`src/hdl/gdc_pkg.sv`:
```
`default_nettype none

package gdc_pkg;

    // Field widths fixed by the stream format.
    localparam int READING_WIDTH = 16;
    localparam int ERROR_WIDTH   = 24;
    localparam int TIME_WIDTH    = 32;
    localparam int ANGLE_WIDTH   = 21;

    // Configuration register widths and reset values.
    localparam int INTERVAL_WIDTH  = 16;
    localparam int THRESHOLD_WIDTH = 8;
    localparam int CFG_DATA_WIDTH  = 16;
    localparam int CFG_INDEX_WIDTH = 2;

    localparam logic [INTERVAL_WIDTH-1:0]  CHECK_INTERVAL_RESET  = 16'd250;
    localparam logic [THRESHOLD_WIDTH-1:0] DRIFT_THRESHOLD_RESET = 8'd3;

    // Register indexes on the configuration channel.
    localparam logic [CFG_INDEX_WIDTH-1:0] CFG_CHECK_INTERVAL  = 2'd0;
    localparam logic [CFG_INDEX_WIDTH-1:0] CFG_DRIFT_THRESHOLD = 2'd1;

    // Readings come in tenths of a degree; one wrap by a full turn.
    localparam int TENTHS    = 10;
    localparam int FULL_TURN = 360;

endpackage

`default_nettype wire

```
`src/hdl/gyro_drift_compensator.sv`:
```
`default_nettype none

// Channel      | Direction | Handshake                  | Payload
// -------------+-----------+----------------------------+-----------------------------------
// s_axis       | in        | i_s_axis_tvalid/o_..tready | raw_reading, timestamp_ms
// m_axis       | out       | o_m_axis_tvalid/i_..tready | angle_deg
// cfg          | in        | i_cfg_valid/o_cfg_ready    | register index, write data
//
// The datapath is a four-stage pipeline: input register, drift update and sum,
// reciprocal multiply for the divide by ten, then correction and wrap into the
// output register. One item is taken every cycle unless a stall on the output
// side fills the pipeline; the drift state lives in the second stage, so
// consecutive items see each other's updates in order.
// Reset is synchronous and active low; it clears all valid bits and the drift
// state and returns the configuration registers to their default values. A stall
// on the output side backs up only as far as the first empty stage, so bubbles
// are absorbed.

module gyro_drift_compensator #(
    parameter int READING_WIDTH = gdc_pkg::READING_WIDTH,
    parameter int ERROR_WIDTH   = gdc_pkg::ERROR_WIDTH,
    localparam int IN_TDATA_WIDTH =
        ((READING_WIDTH + gdc_pkg::TIME_WIDTH + 7) / 8) * 8,
    localparam int OUT_TDATA_WIDTH = ((gdc_pkg::ANGLE_WIDTH + 7) / 8) * 8
) (
    input  wire                                 i_clk,
    input  wire                                 i_rst_n,

    input  wire                                 i_s_axis_tvalid,
    output logic                                o_s_axis_tready,
    // Fields from bit 0 up: raw_reading, timestamp_ms, zero fill.
    input  wire  [IN_TDATA_WIDTH-1:0]           i_s_axis_tdata,

    output logic                                o_m_axis_tvalid,
    input  wire                                 i_m_axis_tready,
    // Fields from bit 0 up: angle_deg, zero fill.
    output logic [OUT_TDATA_WIDTH-1:0]          o_m_axis_tdata,

    input  wire                                 i_cfg_valid,
    output logic                                o_cfg_ready,
    input  wire  [gdc_pkg::CFG_INDEX_WIDTH-1:0] i_cfg_index,
    input  wire  [gdc_pkg::CFG_DATA_WIDTH-1:0]  i_cfg_data
);

    localparam int RW = READING_WIDTH;
    localparam int EW = ERROR_WIDTH;
    localparam int TW = gdc_pkg::TIME_WIDTH;
    localparam int OW = gdc_pkg::ANGLE_WIDTH;
    localparam int IW = gdc_pkg::INTERVAL_WIDTH;
    localparam int HW = gdc_pkg::THRESHOLD_WIDTH;
    // Accumulator update width, sum width and signed quotient width.
    localparam int SW = ((EW > RW + 1) ? EW : RW + 1) + 1;
    localparam int AW = ((EW > RW) ? EW : RW) + 1;
    localparam int QW = ((AW > OW) ? AW : OW) + 1;

    localparam logic signed [SW-1:0] ERR_MAX = SW'({1'b0, {(EW - 1){1'b1}}});
    localparam logic signed [EW-1:0] ERR_MIN_E = {1'b1, {(EW - 1){1'b0}}};
    localparam logic signed [SW-1:0] ERR_MIN = SW'(ERR_MIN_E);
    // floor(2^AW / 10): the product shifted by AW is the quotient or one less.
    localparam logic [AW-1:0] RECIP = AW'((64'd1 << AW) / 64'(gdc_pkg::TENTHS));
    localparam logic [AW+3:0] TEN_W = (AW + 4)'(gdc_pkg::TENTHS);
    localparam logic signed [QW-1:0] TURN = QW'(gdc_pkg::FULL_TURN);

    // Configuration registers. Writes are always taken.
    logic [IW-1:0] r_check_interval;
    logic [HW-1:0] r_drift_threshold;

    assign o_cfg_ready = 1'b1;

    always_ff @(posedge i_clk) begin
        if (!i_rst_n) begin
            r_check_interval  <= gdc_pkg::CHECK_INTERVAL_RESET;
            r_drift_threshold <= gdc_pkg::DRIFT_THRESHOLD_RESET;
        end else if (i_cfg_valid) begin
            unique case (i_cfg_index)
                gdc_pkg::CFG_CHECK_INTERVAL: begin
                    r_check_interval <= i_cfg_data[IW-1:0];
                end
                gdc_pkg::CFG_DRIFT_THRESHOLD: begin
                    r_drift_threshold <= i_cfg_data[HW-1:0];
                end
                default: begin
                end
            endcase
        end
    end

    // Stage enables: a stage moves when the one after it is empty or moving.
    logic r_s1_valid;
    logic r_s2_valid;
    logic r_s3_valid;
    logic r_out_valid;
    logic w_en_out;
    logic w_en_s3;
    logic w_en_s2;
    logic w_en_s1;

    assign w_en_out        = !r_out_valid || i_m_axis_tready;
    assign w_en_s3         = !r_s3_valid || w_en_out;
    assign w_en_s2         = !r_s2_valid || w_en_s3;
    assign w_en_s1         = !r_s1_valid || w_en_s2;
    assign o_s_axis_tready = w_en_s1;
    assign o_m_axis_tvalid = r_out_valid;

    always_ff @(posedge i_clk) begin
        if (!i_rst_n) begin
            r_s1_valid  <= 1'b0;
            r_s2_valid  <= 1'b0;
            r_s3_valid  <= 1'b0;
            r_out_valid <= 1'b0;
        end else begin
            if (w_en_s1) begin
                r_s1_valid <= i_s_axis_tvalid;
            end
            if (w_en_s2) begin
                r_s2_valid <= r_s1_valid;
            end
            if (w_en_s3) begin
                r_s3_valid <= r_s2_valid;
            end
            if (w_en_out) begin
                r_out_valid <= r_s3_valid;
            end
        end
    end

    // Stage 1: input register.
    logic signed [RW-1:0] r_s1_reading;
    logic [TW-1:0]        r_s1_time;

    always_ff @(posedge i_clk) begin
        if (w_en_s1 && i_s_axis_tvalid) begin
            r_s1_reading <= i_s_axis_tdata[RW-1:0];
            r_s1_time    <= i_s_axis_tdata[RW+TW-1:RW];
        end
    end

    // Stage 2: drift check against the last check point, then reading plus
    // the (possibly updated) accumulator.
    logic signed [EW-1:0] r_drift_error;
    logic signed [RW-1:0] r_last_reading;
    logic [TW-1:0]        r_last_time;
    logic signed [AW-1:0] r_total;

    logic [TW-1:0]        w_elapsed;
    logic                 w_check;
    logic signed [RW:0]   w_change;
    logic [RW:0]          w_change_mag;
    logic                 w_is_drift;
    logic signed [SW-1:0] w_acc_sum;
    logic signed [EW-1:0] w_acc_sat;
    logic signed [EW-1:0] w_new_drift;
    logic                 w_s2_take;

    assign w_s2_take = r_s1_valid && w_en_s2;
    assign w_elapsed = r_s1_time - r_last_time;
    assign w_check   = w_elapsed > TW'(r_check_interval);
    assign w_change  = (RW + 1)'(r_last_reading) - (RW + 1)'(r_s1_reading);
    assign w_change_mag = w_change[RW] ? (RW + 1)'(-w_change) : (RW + 1)'(w_change);
    assign w_is_drift   = w_change_mag < (RW + 1)'(r_drift_threshold);
    assign w_acc_sum    = SW'(r_drift_error) + SW'(w_change);

    always_comb begin
        if (w_acc_sum > ERR_MAX) begin
            w_acc_sat = ERR_MAX[EW-1:0];
        end else if (w_acc_sum < ERR_MIN) begin
            w_acc_sat = ERR_MIN_E;
        end else begin
            w_acc_sat = w_acc_sum[EW-1:0];
        end
    end

    assign w_new_drift = (w_check && w_is_drift) ? w_acc_sat : r_drift_error;

    always_ff @(posedge i_clk) begin
        if (!i_rst_n) begin
            r_drift_error  <= '0;
            r_last_reading <= '0;
            r_last_time    <= '0;
        end else if (w_s2_take && w_check) begin
            r_drift_error  <= w_new_drift;
            r_last_reading <= r_s1_reading;
            r_last_time    <= r_s1_time;
        end
    end

    always_ff @(posedge i_clk) begin
        if (w_s2_take) begin
            r_total <= AW'(r_s1_reading) + AW'(w_new_drift);
        end
    end

    // Stage 3: magnitude times the reciprocal of ten.
    logic [AW-1:0]   w_abs;
    logic [2*AW-1:0] w_product;
    logic [AW-1:0]   r_abs;
    logic [AW-1:0]   r_q0;
    logic            r_neg;

    assign w_abs     = r_total[AW-1] ? AW'(-r_total) : AW'(r_total);
    assign w_product = (2 * AW)'(w_abs) * (2 * AW)'(RECIP);

    always_ff @(posedge i_clk) begin
        if (r_s2_valid && w_en_s3) begin
            r_abs <= w_abs;
            r_q0  <= w_product[2*AW-1:AW];
            r_neg <= r_total[AW-1];
        end
    end

    // Stage 4: bump the estimate if the remainder reaches ten, restore the
    // sign (truncation toward zero), then one wrap by a full turn.
    logic [AW+3:0]        w_q0_x10;
    logic [AW+3:0]        w_rem;
    logic [AW-1:0]        w_quot_mag;
    logic signed [QW-1:0] w_quot;
    logic signed [QW-1:0] w_wrapped;
    logic [OW-1:0]        r_angle;

    assign w_q0_x10   = ((AW + 4)'(r_q0) << 3) + ((AW + 4)'(r_q0) << 1);
    assign w_rem      = (AW + 4)'(r_abs) - w_q0_x10;
    assign w_quot_mag = (w_rem >= TEN_W) ? r_q0 + AW'(1) : r_q0;
    assign w_quot     = r_neg ? -QW'(w_quot_mag) : QW'(w_quot_mag);

    always_comb begin
        if (w_quot < -TURN) begin
            w_wrapped = w_quot + TURN;
        end else if (w_quot > TURN) begin
            w_wrapped = w_quot - TURN;
        end else begin
            w_wrapped = w_quot;
        end
    end

    always_ff @(posedge i_clk) begin
        if (r_s3_valid && w_en_out) begin
            r_angle <= w_wrapped[OW-1:0];
        end
    end

    assign o_m_axis_tdata = OUT_TDATA_WIDTH'(r_angle);

endmodule

`default_nettype wire
```
`config.mk`:
```
export PLATFORM = sky130hd
export DESIGN_NAME = gyro_drift_compensator
export DESIGN_NICKNAME = d
export VERILOG_FILES = /design/src/hdl/gdc_pkg.sv /design/src/hdl/gyro_drift_compensator.sv
export SDC_FILE = /design/constraint.sdc
export NUM_CORES = 1
export LEC_CHECK = 0
export BUFFER_PORTS_ARGS = -buffer_cell sky130_fd_sc_hd__buf_2
export CAP_MARGIN = 20
export CORE_ASPECT_RATIO = 1.1
export CORE_MARGIN = 1.5
export CORE_UTILIZATION = 65
export DETAILED_ROUTE_END_ITERATION = 12
export GPL_TIMING_DRIVEN = 0
export PLACE_DENSITY_LB_ADDON = 0.08
export SLEW_MARGIN = 5
export SYNTH_ARGS = -nofsm -noshare
export SYNTH_HDL_FRONTEND = slang
export SYNTH_SLANG_ARGS = --single-unit
export TNS_END_PERCENT = 1
```
`constraint.sdc`:
```
create_clock -name i_clk -period 29.6 [get_ports i_clk]
set_clock_uncertainty 0.15 [all_clocks]
set_input_delay 1.48 -clock i_clk [delete_from_list [all_inputs] [get_ports i_clk]]
set_output_delay 1.48 -clock i_clk [all_outputs]
set_load 0.01 [all_outputs]
```
Word level (Yosys, flattened, before mapping)
Cells that the tools add are included. W data, S select, Z words.

Register bits: 242. Bits of input ports: 71. Output and inout bits: 27. Word-level logic and storage cells: 63.

$add $sub $neg: 12. $mul: 1. Order comparisons: 7. Equal/unequal tests: 1. Mux-type cells: 9. Reductions and logical operators: 17.

Operator list (count): $mux W24 (3); $mul A25 B22 Y47 const B (1); $mux W21 (2); $gt A32 B16 Y1 (1); $sub A32 B32 Y32 (1); $ge A29 B4 Y1 const B (1); $sub A25 B26 Y27 (1); $add A25 B23 Y26 (1); $gt A26 B10 Y1 const B (1); $lt A26 B10 Y1 const B (1); $mux W26 (1); $neg A23 Y26 (1); $add A16 B24 Y25 (1); $add A24 B17 Y25 (1); $gt A25 B24 Y1 const B (1); $lt A25 B24 Y1 const B (1); $mux W25 (1); $neg A25 Y25 (1); $add A22 B1 Y23 const B (1); $mux W23 (1); $add A21 B10 Y21 const B (1); $sub A21 B10 Y21 const B (1); $lt A17 B8 Y1 (1); $mux W17 (1); 8 further kinds (20).

Logic depth before layout (Yosys ltp)
Depth in word-level cells: 9. Gate-level depth with buffers: 52. Gate-level depth less buffers: 51.

Worst setup path before layout
OpenSTA, ideal clock, no wires.

Path type: register to register. Start: register r_s1_reading[0]. End: register r_total[24] (data pin). Library setup time: 0.256 ns. Arrival: 9.448 ns. Required time: 29.194 ns. Path slack: 19.747 ns. Cell stages (with the launch flop): 51. Buffers on the path: 1. Clock period less this slack: 9.853 ns. Cell sequence: edfxtp_1 ha_1 fa_1 nor2b_1 o21ai_0 a21boi_0 o21ai_0 a21boi_0 o21ai_0 a21boi_0 o21ai_0 a21oi_1 a41oi_1 a22oi_1 clkinv_1 o21ai_0 ha_1 a21oi_1 (+15 left out) fa_1 nor2b_1 o21ai_0 a21boi_0 o21ai_0 a21boi_0 o21ai_0 a21boi_0 o21ai_0 a21boi_0 o21ai_0 a21boi_0 o31a_1 nand3b_1 a31oi_1 o21ai_0 nand2_1 a31o_2.

Word-level cells in the longest chain between the ends: 7. Elaborated cells between the ends (all ways): 12. Classes of those cells: add/sub: 4; order compare: 3; mux: 4; reduce/logical: 1.

Ends and longest elaborated chain: start, declared (line gyro_drift_compensator.sv:128) `logic signed [RW-1:0] r_s1_reading;`; start signal, assigned (line gyro_drift_compensator.sv:133) `r_s1_reading <= i_s_axis_tdata[RW-1:0];`; $sub A16 B16 Y17 * (line gyro_drift_compensator.sv:158) `assign w_change = (RW + 1)'(r_last_reading) - (RW + 1)'(r_s1_reading);`; $add A24 B17 Y25 or $neg A17 Y17 (tied branches) (line gyro_drift_compensator.sv:161, gyro_drift_compensator.sv:159); $lt A25 B24 Y1 or $mux W17 (tied branches) (line gyro_drift_compensator.sv:166, gyro_drift_compensator.sv:159); $mux W24 or $lt A17 B8 Y1 (tied branches) (line gyro_drift_compensator.sv:166, gyro_drift_compensator.sv:160); $mux W24 or $logic_and A1 B1 Y1 (tied branches) (line gyro_drift_compensator.sv:164, gyro_drift_compensator.sv:173); $mux W24 * (line gyro_drift_compensator.sv:173) `assign w_new_drift = (w_check && w_is_drift) ? w_acc_sat : r_drift_error;`; named net w_new_drift[0] (line gyro_drift_compensator.sv:152) `logic signed [EW-1:0] w_new_drift;`; $add A16 B24 Y25 * (line gyro_drift_compensator.sv:189) `r_total <= AW'(r_s1_reading) + AW'(w_new_drift);`; end signal, assigned (line gyro_drift_compensator.sv:189); end, declared (line gyro_drift_compensator.sv:143) `logic signed [AW-1:0] r_total;`.

The timed path passes the listed nets; every way through them passes the cells marked *. A chain may end at the register's enable or synchronous reset.

Worst setup path after layout
Same ends and word-level chain as after synthesis.

==> flow_summary.yaml <==
route:
  routedWlPerCell_um: 19.1
  vias_per_cell: 5.96
  antenna_left: 0
  drc: 0
  firstDrtPassIters: 7
  drtIter0Drc: 1425
  dr_total_vias: 21856
  wl_mm: 70.0
floorplan:
  rows: 78
  core_um2: 41400
  initial_core_util: 0.661
  pin_count: 98
  dieArea_um2: 43300
  die_w_um: 199
  die_h_um: 218
yosys:
  netlist_area_um2: 27400
  ys_seq_area_frac: 0.229
  yosysWarnings: 0
  ys_seq_elements: 242
  synth_top_area_cell: "ha_1"
  ys_types: 99
  yosysTopAreaCellShare: 0.169
  yosys-top-cells-area: "ha_1, fa_1, edfxtp_1"
  yosys_most_used_dff: "edfxtp_1"
  netlist_instances: 2949
  syn_area_per_cell_um2: 9.28
  async_reset_ff_frac: 0
  synth_edf_count: 142
global_routing:
  grt-ovfl-total: 0
  grt_pass1_vias: 22230
  grt_first_pass_wirelength_mm: 113
  grt_max_degree: 35
  grt_usage: 0.331
  antenna_found_initial: 1
sta:
  drv_slew: 0
  fin_setup_tns_ns: 0
  period_share: 0.439
  tightest_slew_ns: 1.19
  max_freq_mhz: 77.0
  relSlewSlack: 0.201
  layout_min_cycle_time_ns: 12.99
  rsz0062_at_grt: "false"
  setup_viol: 0
  hold_viol: 0
hold_path:
  hp-start: "r_check_interval[12]"
  worstHoldPathType: "reg2reg"
  min_path_cells: 2
  min_to: "r_check_interval[12]"
cells_and_area:
  final_area_um2: 29700
  fin_nets: 3751
  layout_commonest_cell: "inv_1"
  layout-drive-gt1-share: 0.0744
  area_delta_synth_final_pct: 8.43
  most-common-layout-cells: "inv_1, ha_1, fa_1"
worst_setup_path:
  cp-start-kind: "flip-flop"
  worstPathArrival_ns: 13.16
  cpMaxStageDelayCell: "clkinv_1"
  reg2reg_to: "r_total[24]"
  slowest_delay_ns: 0.78
  cp.required_ns: 29.77
  reg2reg_depth: 50
  critPathMaxFanout: 17
  r2r_slack_ns: 16.61
  critPathKind: "reg2reg"
  endpoint_kind: "flip-flop"
  cp_common_cell: "o21ai_0"
  rr_startpoint: "r_s1_reading[0]"
clock_network:
  clock-sinks: 242
  cts_setup_buffers: 0
  post_cts_resized: 0
  cts_tree: "done"
  numCtsBuffers: 28
  cts-hold-fix-buffers: 0
  path_clk_slew_ns: 0.06
  clockBufferDepth: 3
  htreeDepth: 1
  clock_latency_ns: 0.57
  clockRootBuffer: "clkbuf_16"
placed_design:
  io_buffer_count: 92
  dpl.hpwl_mm: 57.5
  place.gp.congestion: 0.993
  dpl-instance-area_um2: 28700
run:
  drv_cap: 0
outcome:
  status: "complete, no violations"
==> cell type report <==
type | count | area, um^2
fill | 3236 | 11700
tap | 560 | 701
buffer | 71 | 309
multi-input combinational | 2146 | 19000
sequential | 242 | 6270
clock inverter | 20 | 238
inverter | 492 | 1850
antenna | 1 | 2.50
clock buffer | 32 | 747
timing repair buffer | 101 | 582
==> per-layer routing <==
| metal | part of all wire | up-vias | global-route usage |
|---|---|---|---|
| met5 | 0 | - | 0 |
| li1 | - | 10454 | - |
| met1 | 0.41 | 10591 | 0.414 |
| met2 | 0.50 | 660 | 0.583 |
| met4 | 0.037 | 0 | 0.123 |
| met3 | 0.060 | 151 | 0.0406 |
==> flip-flops by register name, indices dropped and copies added, names as in the netlist <==
name,flops
r_drift_error,24
r_last_reading,16
r_abs,25
r_check_interval,16
r_total,25
r_s1_time,32
r_s1_valid,1
r_s3_valid,1
r_q0,22
r_angle,21
r_neg,1
r_s2_valid,1
o_m_axis_tvalid,1
r_s1_reading,16
r_drift_threshold,8
r_last_time,32
==> Yosys cell counts, drive strengths merged (5+ instances only) <==
master   number
o221ai        6
or3          17
clkbuf       50
o31ai        39
and4          6
ha          369
a211o         5
nor2b        23
or4          11
o21ai       150
and3         22
o31a          6
nand2       182
xor2         43
o211ai       19
inv         489
nand3b        9
nor3         57
nor4         13
nand3        91
nand4        24
mux2         25
or2           9
nor2        175
a31oi        31
a41oi         9
xnor2       143
o41ai        10
nand2b       24
a21oi       133
fa          229
a211oi       23
and2          9
o21bai        9
a21boi       23
nor3b        13
dfxtp       100
a22oi         7
o21a         17
edfxtp      142
a21o         39
buf          21
mux2i        41
a2111oi       9
nor4b        13
==> stage by stage <==
stage	setup slack, ns	utilization	instances	hold WS, ns
finish	16.61	0.717	3665	0.305
global route	15.64	0.717	3664	0.336
CTS	16.80	0.717	3664	0.307
detailed placement	16.87	0.693	3612	0.299
global placement	17.15	0.689	3603	0.295
floorplan	19.75	-	2951	0.286
==> worst max-delay path by stage <==
| stage | from | to | cells past startpoint |
|---|---|---|---|
| 2_1_floorplan | r_s1_reading[0] | r_total[24] | 50 |
| 3_3_place_gp | r_s1_reading[0] | r_total[24] | 50 |
| 3_5_place_dp | r_s1_reading[0] | r_total[24] | 50 |
| 4_1_cts | r_s1_reading[0] | r_total[24] | 50 |
| 5_1_grt | r_s1_reading[0] | r_total[24] | 50 |
| 6_report | r_s1_reading[0] | r_total[24] | 50 |
==> logic make-up after synthesis <==
group,count (synthesis),share of synthesized area
compound gates,584,0.140
xor+xnor,186,0.0598
fa+ha+maj,599,0.337
buf+inv,563,0.0788
flops,242,0.229
mux,66,0.0257
other cells,2,0.000274
simple gates,707,0.129
==> critical path, delay by kind of cell (launching register included) <==
kind	cells	cell delay (ns)
AND/OR/NAND/NOR	10	1.77
flip-flops	1	0.42
AO/OA/AOI/OAI	31	7.36
buffers and inverters	3	1.19
adder cells (fa/ha/maj)	5	1.49
multiplexers	1	0.34
Power is not shown: default switching activity piles up to over one toggle a cycle in this logic, so the estimate is an artifact.
